$ cat config.mk
export PLATFORM = sky130hd
export DESIGN_NAME = hzf_decide
export DESIGN_NICKNAME = d
export VERILOG_FILES = /design/src/design/hzf_pkg.sv /design/src/design/hzf_decide.sv
export SDC_FILE = /design/constraint.sdc
export NUM_CORES = 1
export LEC_CHECK = 0
export ABC_CLOCK_PERIOD_IN_PS = 2600
export BUFFER_PORTS_ARGS = -buffer_cell sky130_fd_sc_hd__buf_2
export CORE_AREA = 8 8 237 239
export DETAILED_ROUTE_END_ITERATION = 8
export DIE_AREA = 0 0 245 247
export PLACE_DENSITY_LB_ADDON = 0.05
export SETUP_SLACK_MARGIN = 0.05
export SYNTH_ARGS = -nofsm -noshare
export SYNTH_HDL_FRONTEND = slang
export SYNTH_SLANG_ARGS = --single-unit
$ cat constraint.sdc
create_clock -name vclk -period 2.6
set_input_delay 0.13 -clock vclk [all_inputs]
set_output_delay 0.13 -clock vclk [all_outputs]
set_load 0.05 [all_outputs]
$ cat src/design/hzf_pkg.sv
// ----------------------------------------------------------------------------
// hzf_pkg
// Shared types, field positions and forward codes of the hazard and
// forwarding unit.
// ----------------------------------------------------------------------------
`default_nettype none

package hzf_pkg;

  // Width of the value fields on the channels, and width of the datapath
  // that the values are masked to.
  localparam int VALUE_WIDTH = 64;
  localparam int DATA_WIDTH  = 64;
  localparam logic [VALUE_WIDTH-1:0] DATA_MASK =
    {VALUE_WIDTH{1'b1}} >> (VALUE_WIDTH - DATA_WIDTH);

  localparam int REG_IDX_WIDTH = 5;
  localparam int NUM_SRC       = 3;

  // Decode flag bits
  localparam int ID_NOP     = 0;
  localparam int ID_USE1    = 1;
  localparam int ID_FP1     = 2;
  localparam int ID_USE2    = 3;
  localparam int ID_FP2     = 4;
  localparam int ID_USE3    = 5;

  // Execute / memory flag bits
  localparam int ST_NOP     = 0;
  localparam int ST_WR      = 1;
  localparam int ST_WR_FP   = 2;
  localparam int ST_LOAD    = 3;  // execute: is load; memory: result from memory
  localparam int ST_CSR     = 4;

  typedef enum logic [1:0] {
    FWD_RF  = 2'd0,
    FWD_EX  = 2'd1,
    FWD_MEM = 2'd2
  } hzf_fwd_e;

  typedef struct packed {
    logic [5:0]             id_flags;
    logic [14:0]            id_sources;
    logic [VALUE_WIDTH-1:0] src1_value;
    logic [VALUE_WIDTH-1:0] src2_value;
    logic [VALUE_WIDTH-1:0] src3_value;
    logic [4:0]             ex_flags;
    logic [4:0]             ex_dest;
    logic [VALUE_WIDTH-1:0] ex_alu_result;
    logic [4:0]             mem_flags;
    logic [4:0]             mem_dest;
    logic [VALUE_WIDTH-1:0] mem_alu_result;
    logic [VALUE_WIDTH-1:0] mem_load_data;
  } hzf_in_t;

  typedef struct packed {
    logic                   stall_res;
    logic [VALUE_WIDTH-1:0] op1_value;
    logic [VALUE_WIDTH-1:0] op2_value;
    logic [VALUE_WIDTH-1:0] op3_value;
    logic [5:0]             forward_select;
  } hzf_out_t;

endpackage

`default_nettype wire

$ cat src/design/hzf_decide.sv
// ----------------------------------------------------------------------------
// hzf_decide
// Hazard detection and operand forwarding for one registered snapshot.
// ----------------------------------------------------------------------------
`default_nettype none

module hzf_decide
  import hzf_pkg::*;
(
  input  hzf_in_t  item_i,
  input  logic     fwd_en_i,
  output hzf_out_t res_o
);

  logic                     ex_wr, mem_wr;
  logic [VALUE_WIDTH-1:0]   ex_val, mem_val;
  logic [NUM_SRC-1:0]       uses, is_fp, ex_match, mem_match;
  logic [REG_IDX_WIDTH-1:0] idx [NUM_SRC];
  logic [VALUE_WIDTH-1:0]   raw [NUM_SRC];
  logic [VALUE_WIDTH-1:0]   val [NUM_SRC];
  logic [5:0]               sel;
  logic                     stall, fwd_ok;

  assign ex_wr  = !item_i.ex_flags[ST_NOP] && item_i.ex_flags[ST_WR];
  assign mem_wr = !item_i.mem_flags[ST_NOP] && item_i.mem_flags[ST_WR];
  assign ex_val = item_i.ex_alu_result & DATA_MASK;
  assign mem_val = (item_i.mem_flags[ST_LOAD] ? item_i.mem_load_data
                                               : item_i.mem_alu_result) & DATA_MASK;

  assign uses  = {item_i.id_flags[ID_USE3], item_i.id_flags[ID_USE2],
                  item_i.id_flags[ID_USE1]};
  assign is_fp = {1'b1, item_i.id_flags[ID_FP2], item_i.id_flags[ID_FP1]};
  assign idx[0] = item_i.id_sources[4:0];
  assign idx[1] = item_i.id_sources[9:5];
  assign idx[2] = item_i.id_sources[14:10];
  assign raw[0] = item_i.src1_value & DATA_MASK;
  assign raw[1] = item_i.src2_value & DATA_MASK;
  assign raw[2] = item_i.src3_value & DATA_MASK;

  // Integer x0 is hard-wired to zero and never matches.
  always_comb begin
    for (int i = 0; i < NUM_SRC; i++) begin
      ex_match[i]  = uses[i] && ex_wr && (idx[i] == item_i.ex_dest) &&
                     (is_fp[i] == item_i.ex_flags[ST_WR_FP]) &&
                     (is_fp[i] || (idx[i] != '0));
      mem_match[i] = uses[i] && mem_wr && (idx[i] == item_i.mem_dest) &&
                     (is_fp[i] == item_i.mem_flags[ST_WR_FP]) &&
                     (is_fp[i] || (idx[i] != '0));
    end
  end

  always_comb begin
    stall  = 1'b0;
    fwd_ok = 1'b0;
    if (item_i.ex_flags[ST_CSR] || item_i.mem_flags[ST_CSR]) begin
      stall = 1'b1;
    end else if (item_i.id_flags[ID_NOP]) begin
      stall = 1'b0;
    end else if (!fwd_en_i) begin
      stall = (|ex_match) || (|mem_match);
    end else if ((|ex_match) && item_i.ex_flags[ST_LOAD]) begin
      stall = 1'b1;
    end else begin
      fwd_ok = 1'b1;
    end
  end

  // Execute has priority over memory.
  always_comb begin
    sel = '0;
    for (int i = 0; i < NUM_SRC; i++) begin
      val[i] = raw[i];
      if (fwd_ok && ex_match[i]) begin
        val[i] = ex_val;
        sel[2*i +: 2] = FWD_EX;
      end else if (fwd_ok && mem_match[i]) begin
        val[i] = mem_val;
        sel[2*i +: 2] = FWD_MEM;
      end
    end
  end

  assign res_o.stall_res      = stall;
  assign res_o.op1_value      = val[0];
  assign res_o.op2_value      = val[1];
  assign res_o.op3_value      = val[2];
  assign res_o.forward_select = sel;

endmodule

`default_nettype wire

* After elaboration in Yosys (flattened, before gate mapping) *
Index checks and enable logic that the tools add are counted.

storage, ports and cells
  flip-flop bits (word level) = 0
  input bits = 426
  word-level logic and storage cells = 72

operators by class
  eq/ne operators = 10
  muxes and demuxes = 21
  reduce and logical (&&, ||, !) cells = 41

operators with widths
  cell                number
  64-bit two-way mux  7
  1-bit logical AND   31
  5-bit == test       6
  2-bit two-way mux   6
  5-bit nonzero test  2
  1-bit two-way mux   8
  3-bit OR reduction  2
  1-bit == test       4
  1-bit logical OR    4
  1-bit logical NOT   2

* Depth between registers and ports, before layout *
Gate-level depths: netlist of run 1.

  depth in word-level cells = 15
  mapped depth = 9
  gate-level depth less buffers = 7

* Worst setup path after synthesis of run 1 *
Ideal clock, no wire load.

  path type = input to output
  start = input item_i[409] in the netlist's numbering
  end = output res_o[1] in the netlist's numbering
  arrival = 3.376 ns
  required time = 2.470 ns
  path slack = -0.906 ns
  cell stages on the path = 7
  path buffers = 2
  cell sequence = or4_1 > o31a_1 > nor4b_2 > o31ai_1 > buf_2 > buf_2 > nor4b_1

RTL lines
  item         RTL line          text
  from (decl)  hzf_decide.sv:10  input hzf_in_t item_i,
  to (decl)    hzf_decide.sv:12  output hzf_out_t res_o

==> summary.txt, run 1 <==
Cells and area
  • Share of layout cells above drive strength 1: 0.679
  • Clock Buffer Count: 0
  • Fillcell total: 5569
  • Area grow syn2layout: 188%
  • Final Non-Filler Cells: between 2k and 2.5k
  • Fin nets: 2100
  • Register Area: 0 um^2
  • Seq Cell Count: 0

Placed design
  • Post-DP HPWL: between 40 and 50 mm
  • Port bufs: between 600 and 700
  • Post-Place Cells: between 2k and 2.5k
  • GP Congestion: between 0.8 and 0.9
  • Place WS: -0.504 ns

Timing
  • Final Max Slew Viols: 0
  • Worst slew pin tran: around 0.75 ns
  • RSZ-0062 raised after global routing: yes
  • Period utilization: 1.11
  • Finish-stage setup viols: 192
  • Fin worst setup slack: -0.277 ns
  • Setup TNS: -36.47 ns
  • Hold slack: between 0.6 and 0.7 ns
  • Final hold violations: 0
  • Slew HR: 0.500
  • Fmax: approximately 350 MHz
  • Minimum clock period: between 2 and 3 ns

Logic synthesis
  • Avg Cell Area, Syn: between 6 and 7 um^2
  • Seq/Total Area, Yosys: 0
  • Compound-Gate Fraction of Synth Area: 0.463
  • Main combinational cell family by area after synthesis: compound AO/OA/AOI/OAI gates
  • Xor and xnor area share after synthesis: 0.0507
  • Mapped cell area: slightly below 6000 um^2
  • Dominant cell type by area after synthesis: a211oi_1
  • Yosys warnings: 0
  • Post-synthesis mux area share: 0
  • Syn Inst Count: around 900
  • Post-synthesis cell type count: 33
  • Simple-gate portion of the synthesized area: 0.386
  • Dominant cells by area after synthesis: a211oi_1 33%, nor2_1 13%, o221a_2 12%
  • Adder-Cell Fraction of Synth Area: 0
  • Share of the synthesized area in the top cell type: 0.327
  • Syn nets: roughly 1.3k

Worst hold path
  • Worst min-delay path category: in2out
  • Hold Startpoint: item_i[211]

Route
  • DRT antenna net count: 0
  • Post-DR vias/cell: ~4.6
  • Total Routed Length: 65.2 mm
  • Drt wl/cell: between 20 and 30 um
  • 1st-pass router iterations: 7
  • Residual DRC: 0
  • Via count: about 11k
  • Initial DRC Count: 384

Global routing
  • First-pass GRT wire length: approximately 90 mm
  • Number of global-route vias before repair: ~12k
  • Largest net degree at the start of global routing: 67
  • GRT overflow: 0
  • Initial antenna violation count: 21
  • All-Layer GR Usage: 0.199

Critical path
  • Slowest CP cell: or4_1
  • CP startpoint: item_i[406]
  • Arr. time, crit path: roughly 2.8 ns
  • Worst stage delay on the critical path: ~0.51 ns
  • Cell Chain, Critical Path: buf_6 > or4_1 > o31a_1 > nor4bb_4 > buf_4 > or3_4 > a21oi_4 > buf_12 > buf_12 > buf_16 > buf_12 > o221a_4 > buf_8
  • Worst path top cell family by delay: simple AND/OR/NAND/NOR gates
  • Setup crit end: res_o[38]
  • CP endpoint kind: primary output
  • Worst Path Required: around 2.5 ns
  • WS Path Type: in2out
  • WP depth: 13
  • Most frequent CP cell: buf_12
  • Worst Path Buf+Inv: 7
  • Startpoint types: primary input
  • CP Max Fanout: 5

Floorplan
  • Die footprint: 60500 um^2
  • Starting Density: 0.112
  • Die width: between 200 and 250 um
  • # IOs: 625
  • Die height: 247 um
  • Core ar.: roughly 52000 um^2
  • Row cnt: 84

Job
  • # Max-Cap Violations: 0

Status
  • Outcome: complete, but fails checks
  • Failing checks: setup timing

Pwr
  • Power per cell area: approximately 140 nW/um^2
  • Worst vdd ir: 0.0000694 V
  • Static Leakage: 0.00669 uW

Clocking
  • Hold_buf cts: 0
## layer usage
metal | global-route usage | up-vias | part of all wire
li1 | - | 5034 | -
met1 | 0.223 | 5305 | 0.38
met2 | 0.374 | 422 | 0.53
met3 | 0.0478 | 60 | 0.067
met4 | 0.0471 | 8 | 0.023
met5 | 0 | - | 0.00084
## report_power, final
| group | leakage (uW) | switching [uW] | internal (uW) |
|---|---|---|---|
| clock | 0.0000000951 | 0 | 0.000773 |
| sequential | 0 | 0 | 0 |
| combinational | 0.00669 | 1220 | 1070 |
## logic make-up (layout without fill, tap and decap cells)
group | after synthesis | after routing
AND/OR/NAND/NOR | 429 | 429
AO/OA/AOI/OAI | 328 | 328
buffers and inverters | 128 | 881
XOR/XNOR | 34 | 34
other | 0 | 15
## what timing repair did
| action | in CTS | in global routing |
|---|---|---|
| buffers inserted | 28 | 14 |
| resized for setup | 430 | 145 |
| pin swaps | 73 | 65 |
| endpoints found under the setup margin | 196 | 197 |
| gates cloned | 20 | 5 |
## cells in the final DEF, fill, tap and decap left out, drive strengths merged
master	n
a21oi	1
nor2	197
nor3	6
diode	15
nand2	9
o221ai	1
o31a	3
nor3b	1
or2	1
nor2b	65
and4b	1
o31ai	1
or4	2
buf	873
o21ai	1
o32ai	1
nor4bb	1
nor4	5
clkbuf	5
xor2	17
xnor2	17
nand2b	1
o221a	64
a211oi	256
nor4b	67
inv	3
or3	2
nand4	4
nand3b	1
nand3	66
## worst min-delay path by stage
stage                             to  slack [ns]  cells past startpoint
after floorplan           res_o[134]        0.50                      2
after global placement     res_o[60]        0.68                      3
after detailed placement   res_o[60]        0.68                      3
after CTS                  res_o[12]        0.66                      3
after global routing      res_o[198]        0.66                      4
final                     res_o[198]        0.64                      4
## Yosys cell counts, types with 3 or more instances
cell type and number:
nor3_1 6, xor2_1 17, buf_6 11, nor2_1 197, nand3_1 66, nor4_1 5
nand4_1 4, o31a_1 3, inv_1 3, nor4b_1 66, o221a_2 63, nor2b_1 65
a211oi_1 256, nand2_1 9, buf_2 15, xnor2_1 17, clkbuf_1 97
## cell type report
type	instances	area, um^2	area share
Tap cell	688	861	0.0508
Antenna cell	15	37.5	0.00222
Timing Repair Buffer	878	8160	0.481
Multi-Input combinational cell	791	7870	0.465
Inverter	3	13.8	0.000812
## stage by stage
step | total power [uW] | instance area [um^2] | util
final | 2290 | 16900 | 0.324
after global routing | 2390 | 16900 | 0.324
after CTS | 2260 | 16300 | 0.313
after detailed placement | 1990 | 13600 | 0.260
after global placement | 1990 | 13600 | 0.260
after floorplan | 1110 | 7490 | -
No activity file was read; power rests on OpenSTA's default activity.
==> inputs of run 2 (changes only) <==
- CELL_PAD_IN_SITES_DETAIL_PLACEMENT: unset -> 1
- CELL_PAD_IN_SITES_GLOBAL_PLACEMENT: unset -> 1
- CORE_AREA: 8 8 237 239 -> 8 8 236 238
- DIE_AREA: 0 0 245 247 -> 0 0 244 246
==> run 2 against run 1 <==
  * The flow still finishes with violations (setup timing)
  * First-iteration DRC count decreased by 16%
  * Core utilization increased by 1.4 points
  * Final cell count increased by 1.2%
  * Setup slack got worse by 0.0080 ns
  * Non-clock buffer count increased by 29
  * Sequential cell count unchanged
  * Sequential share of layout area unchanged
  * Maximum frequency decreased by 0.28%
  * Largest cell class unchanged
  * Highest routed layer unchanged
==> summary.txt, run 2 (synthesized netlist as in run 1, its figures left out) <==
Critical path
  • CP Max Fanout: 8
  • CP startpoint: item_i[404]
  • WS Path Type: in2out
  • Startpoint types: primary input
  • Setup crit end: res_o[8]
  • Arr. time, crit path: roughly 2.8 ns
  • CP endpoint kind: primary output
  • Worst Path Required: approximately 2.5 ns

Placed design
  • Post-Place Cells: 2327
  • Place WS: -0.513 ns
  • GP Congestion: just over 0.8
  • Post-DP HPWL: just over 50 mm
  • Port bufs: around 630

Timing
  • Period utilization: 1.11
  • Final Max Slew Viols: 0
  • Finish-stage setup viols: ~190
  • Fin worst setup slack: -0.285 ns
  • Slew HR: 0.602
  • Final hold violations: 0
  • Fmax: 347 MHz
  • RSZ-0062 raised after global routing: yes
  • Minimum clock period: just under 3 ns
  • Worst slew pin tran: just under 0.6 ns
  • Hold slack: about 0.63 ns
  • Setup TNS: -38.12 ns

Cells and area
  • Register Area: 0 um^2
  • Final Non-Filler Cells: approximately 2.4k
  • Share of layout cells above drive strength 1: 0.703
  • Clock Buffer Count: 0
  • Most common cell after layout, fill and taps aside: buf_2
  • Area grow syn2layout: 199%
  • Fin nets: 2129
  • Seq Cell Count: 0
  • Commonest non-fill, non-tap cells in the layout: 424 x buf_2, 195 x nor2_1, 184 x buf_4

Global routing
  • All-Layer GR Usage: 0.214
  • Largest net degree at the start of global routing: between 40 and 50
  • Number of global-route vias before repair: 12.6k
  • GRT overflow: 0
  • Initial antenna violation count: 26
  • First-pass GRT wire length: 95.7 mm

Pwr
  • Power per cell area: approximately 130 nW/um^2
  • Worst vdd ir: ~0.000064 V
  • Static Leakage: 0.00700 uW
  • Total power draw: ~2400 uW

Floorplan
  • Die width: approximately 240 um
  • Starting Density: 0.113
  • # IOs: ~630
  • Die height: 246 um
  • Core ar.: around 52000 um^2
  • Row cnt: between 80 and 90
  • Die footprint: between 60000 and 70000 um^2

Clocking
  • Hold_buf cts: 0

Worst hold path
  • Worst min-delay path category: in2out

Route
  • DRT antenna net count: 0
  • Residual DRC: 0
  • Initial DRC Count: 322
  • 1st-pass router iterations: 4
  • Total Routed Length: 68.5 mm
  • Via count: roughly 11k
  • Post-DR vias/cell: between 4 and 5
  • Drt wl/cell: 28.5 um

Status
  • Failing checks: setup timing
  • Outcome: complete, but fails checks

Job
  • # Max-Cap Violations: 0
-- run 2: changes by cell type in the layout (fill, tap and decap cells not counted), sizes merged --
cell    delta
buf       +30
clkbuf     -1
-- run 2: what timing repair did --
item,in CTS,in global routing
setup buffers,32,7
resized for setup,463,81
pin swaps,110,23
setup endpoints to repair,197,196
cloned,23,4
-- run 2: power by group --
part | total, uW | internal, uW | leakage, uW | switching, uW
clock network | 0.000772 | 0.000772 | 0.0000000951 | 0
registers | 0 | 0 | 0 | 0
logic | 2350 | 1110 | 0.00700 | 1240
total | 2350 | 1110 | 0.00700 | 1240
-- run 2: layout make-up --
class,instances,area (um^2)
Timing Repair Buffer,907,8590
Tap cell,688,861
Multi-Input combinational cell,791,8080
Antenna cell,15,37.5
Inverter,3,13.8
Fill cell,5987,34400
-- run 2: critical path, cell delays in order --
cell and delay [ns]:
buf_6 0.10, or4_4 0.52, o31a_1 0.27, nor4bb_4 0.18
buf_4 0.16, or3_4 0.35, a21oi_4 0.21, buf_12 0.21
buf_12 0.12, buf_16 0.14, o221a_1 0.20, buf_6 0.16
-- run 2: per-stage QoR --
stage | instance area [um^2] | util
after floorplan | 7490 | -
after global placement | 14100 | 0.272
after detailed placement | 14100 | 0.272
after CTS | 17000 | 0.327
after global routing | 17600 | 0.337
final | 17600 | 0.338
-- run 2: worst min path at each step --
stage,from,end,slack [ns],cells past startpoint
2_1_floorplan,item_i[138],res_o[134],0.50,2
3_3_place_gp,item_i[211],res_o[198],0.67,4
3_5_place_dp,item_i[235],res_o[29],0.68,3
4_1_cts,item_i[211],res_o[198],0.64,4
5_1_grt,item_i[211],res_o[198],0.66,4
6_report,item_i[211],res_o[198],0.63,4
-- run 2: metal layers --
layer | GRT usage | up-vias | share of wire
met5 | 0 | - | 0.0021
met4 | 0.0291 | 22 | 0.017
met2 | 0.405 | 371 | 0.53
met3 | 0.0505 | 72 | 0.057
li1 | - | 5095 | -
met1 | 0.248 | 5510 | 0.40
==> inputs of run 3 (changes only) <==
- CAP_MARGIN: unset -> 20
- PLACE_DENSITY: unset -> 0.49
- PLACE_DENSITY_LB_ADDON: 0.05 -> unset
==> run 3 against run 2 <==
  * The flow still finishes with violations (setup timing)
  * Critical path type unchanged
  * Setup slack got worse by 0.0055 ns
  * Total power shrank 0.50%
  * Via count increased by 4.9%
  * Core utilization is 1.3 points higher
==> summary.txt, run 3 (synthesized netlist as in run 1, its figures left out) <==
Status
  • Outcome: complete, but fails checks
  • Failing checks: setup timing

Floorplan
  • # IOs: 625
  • Starting Density: 0.113
  • Core ar.: ~52000 um^2
  • Die height: ~250 um
  • Row cnt: 84
  • Die width: 244 um
  • Die footprint: between 60000 and 70000 um^2

Pwr
  • Power per cell area: about 130 nW/um^2
  • Static Leakage: a little over 0.007 uW
  • Power share of the clock group: 0
  • Sw Ratio: 0.537
  • Combinational power share: 1.000
  • Internal power: around 1100 uW
  • P_sw: around 1300 uW
  • Sequential power share: 0
  • Total power draw: around 2300 uW
  • Worst vdd ir: 0.0000674 V

Worst hold path
  • Worst min-delay path category: in2out
  • Hold depth: 4

Critical path
  • CP Max Fanout: 14
  • CP endpoint kind: primary output
  • CP startpoint: item_i[404]
  • Startpoint types: primary input
  • Worst Path Required: 2.47 ns
  • WS Path Type: in2out
  • Setup crit end: res_o[89]
  • Arr. time, crit path: 2.76 ns

Route
  • Post-DR vias/cell: ~4.7
  • 1st-pass router iterations: 5
  • Drt wl/cell: around 28 um
  • Initial DRC Count: ~430
  • Via count: about 12k
  • Residual DRC: 0
  • DRT antenna net count: 0
  • Total Routed Length: between 60 and 70 mm

Cells and area
  • Fin nets: 2188
  • Area grow syn2layout: 211%
  • Fillcell total: ~6.0k
  • Most common cell after layout, fill and taps aside: buf_2
  • Register Area: 0 um^2
  • Commonest non-fill, non-tap cells in the layout: 434 x buf_2, 235 x buf_4, 185 x nor2_1
  • Seq Cell Count: 0
  • Share of layout cells above drive strength 1: 0.730
  • Clock Buffer Count: 0

Placed design
  • Port bufs: roughly 630
  • GP Congestion: ~0.8
  • Post-DP HPWL: approximately 47 mm

Timing
  • Fin worst setup slack: -0.290 ns
  • Final Max Slew Viols: 0
  • Worst slew pin tran: about 0.75 ns
  • Final hold violations: 0
  • Minimum clock period: 2.89 ns
  • Slew HR: 0.494
  • Fmax: 346 MHz
  • Setup TNS: -36.66 ns
  • Period utilization: 1.11
  • Finish-stage setup viols: 193
  • RSZ-0062 raised after global routing: yes

Job
  • # Max-Cap Violations: 0

Global routing
  • First-pass GRT wire length: between 90 and 100 mm
  • All-Layer GR Usage: 0.207
  • Largest net degree at the start of global routing: 67
  • Initial antenna violation count: 12
  • GRT overflow: 0
  • Number of global-route vias before repair: between 10k and 15k
run 3: cell types whose count changed in the layout (fill, tap and decap cells not counted), sizes merged:
cell,delta
diode,-11
buf,+56
clkbuf,+3
clkinv,+1
inv,-1
run 3: worst min-delay path by stage:
stage	slack, ns	to	from
2_1_floorplan	0.50	res_o[134]	item_i[138]
3_3_place_gp	0.68	res_o[58]	item_i[264]
3_5_place_dp	0.68	res_o[58]	item_i[264]
4_1_cts	0.65	res_o[20]	item_i[226]
5_1_grt	0.66	res_o[58]	item_i[264]
6_report	0.65	res_o[198]	item_i[137]
run 3: through the flow:
step,hold WS [ns],util,setup WS [ns],std cells,instance area [um^2]
final,0.649,0.351,-0.290,2452,18200
after global routing,0.665,0.351,-0.341,2451,18200
after CTS,0.653,0.332,-0.324,2435,17300
after detailed placement,0.678,0.267,-0.422,2369,13900
after global placement,0.677,0.267,-0.404,2369,13900
after floorplan,0.496,-,-0.201,919,7490
run 3: power groups by stage:
stage                     Clock, uW  Combinational, uW  Sequential [uW]
final                      0.000206               2340                0
after global routing       0.000155               2440                0
after CTS                         0               2270                0
after detailed placement          0               1980                0
after global placement            0               1970                0
after floorplan                   0               1110                0
run 3: metal layers:
layer | up-vias | track usage | part of all wire
met5 | - | 0 | 0.0013
met4 | 14 | 0.0414 | 0.027
met3 | 90 | 0.0438 | 0.058
met2 | 467 | 0.390 | 0.52
met1 | 5842 | 0.238 | 0.39
li1 | 5198 | - | -
run 3: critical path, cell delays in order:
cell      delay, ns
buf_6          0.09
or4_4          0.51
o31a_1         0.30
nor4bb_4       0.16
o31a_2         0.33
or3_4          0.39
buf_12         0.17
buf_16         0.16
a211oi_4       0.26
buf_6          0.19
run 3: final cells by class:
class / instances / area (um^2) / share of cell area
antenna: 4 / 10.0 / 0.000549
tap: 688 / 861 / 0.0472
inverter: 3 / 28.8 / 0.00158
multi-input combinational: 791 / 8470 / 0.464
timing repair buffer: 966 / 8880 / 0.486
run 3: timing repair:
| item | 4_1_cts | 5_1_grt |
|---|---|---|
| pin swaps | 79 | 55 |
| hold endpoints to repair | 0 | 0 |
| setup buffers | 43 | 15 |
| cloned | 25 | 7 |
| hold buffers | 0 | 0 |
| endpoints found under the setup margin | 196 | 196 |
| gates resized for setup | 546 | 163 |
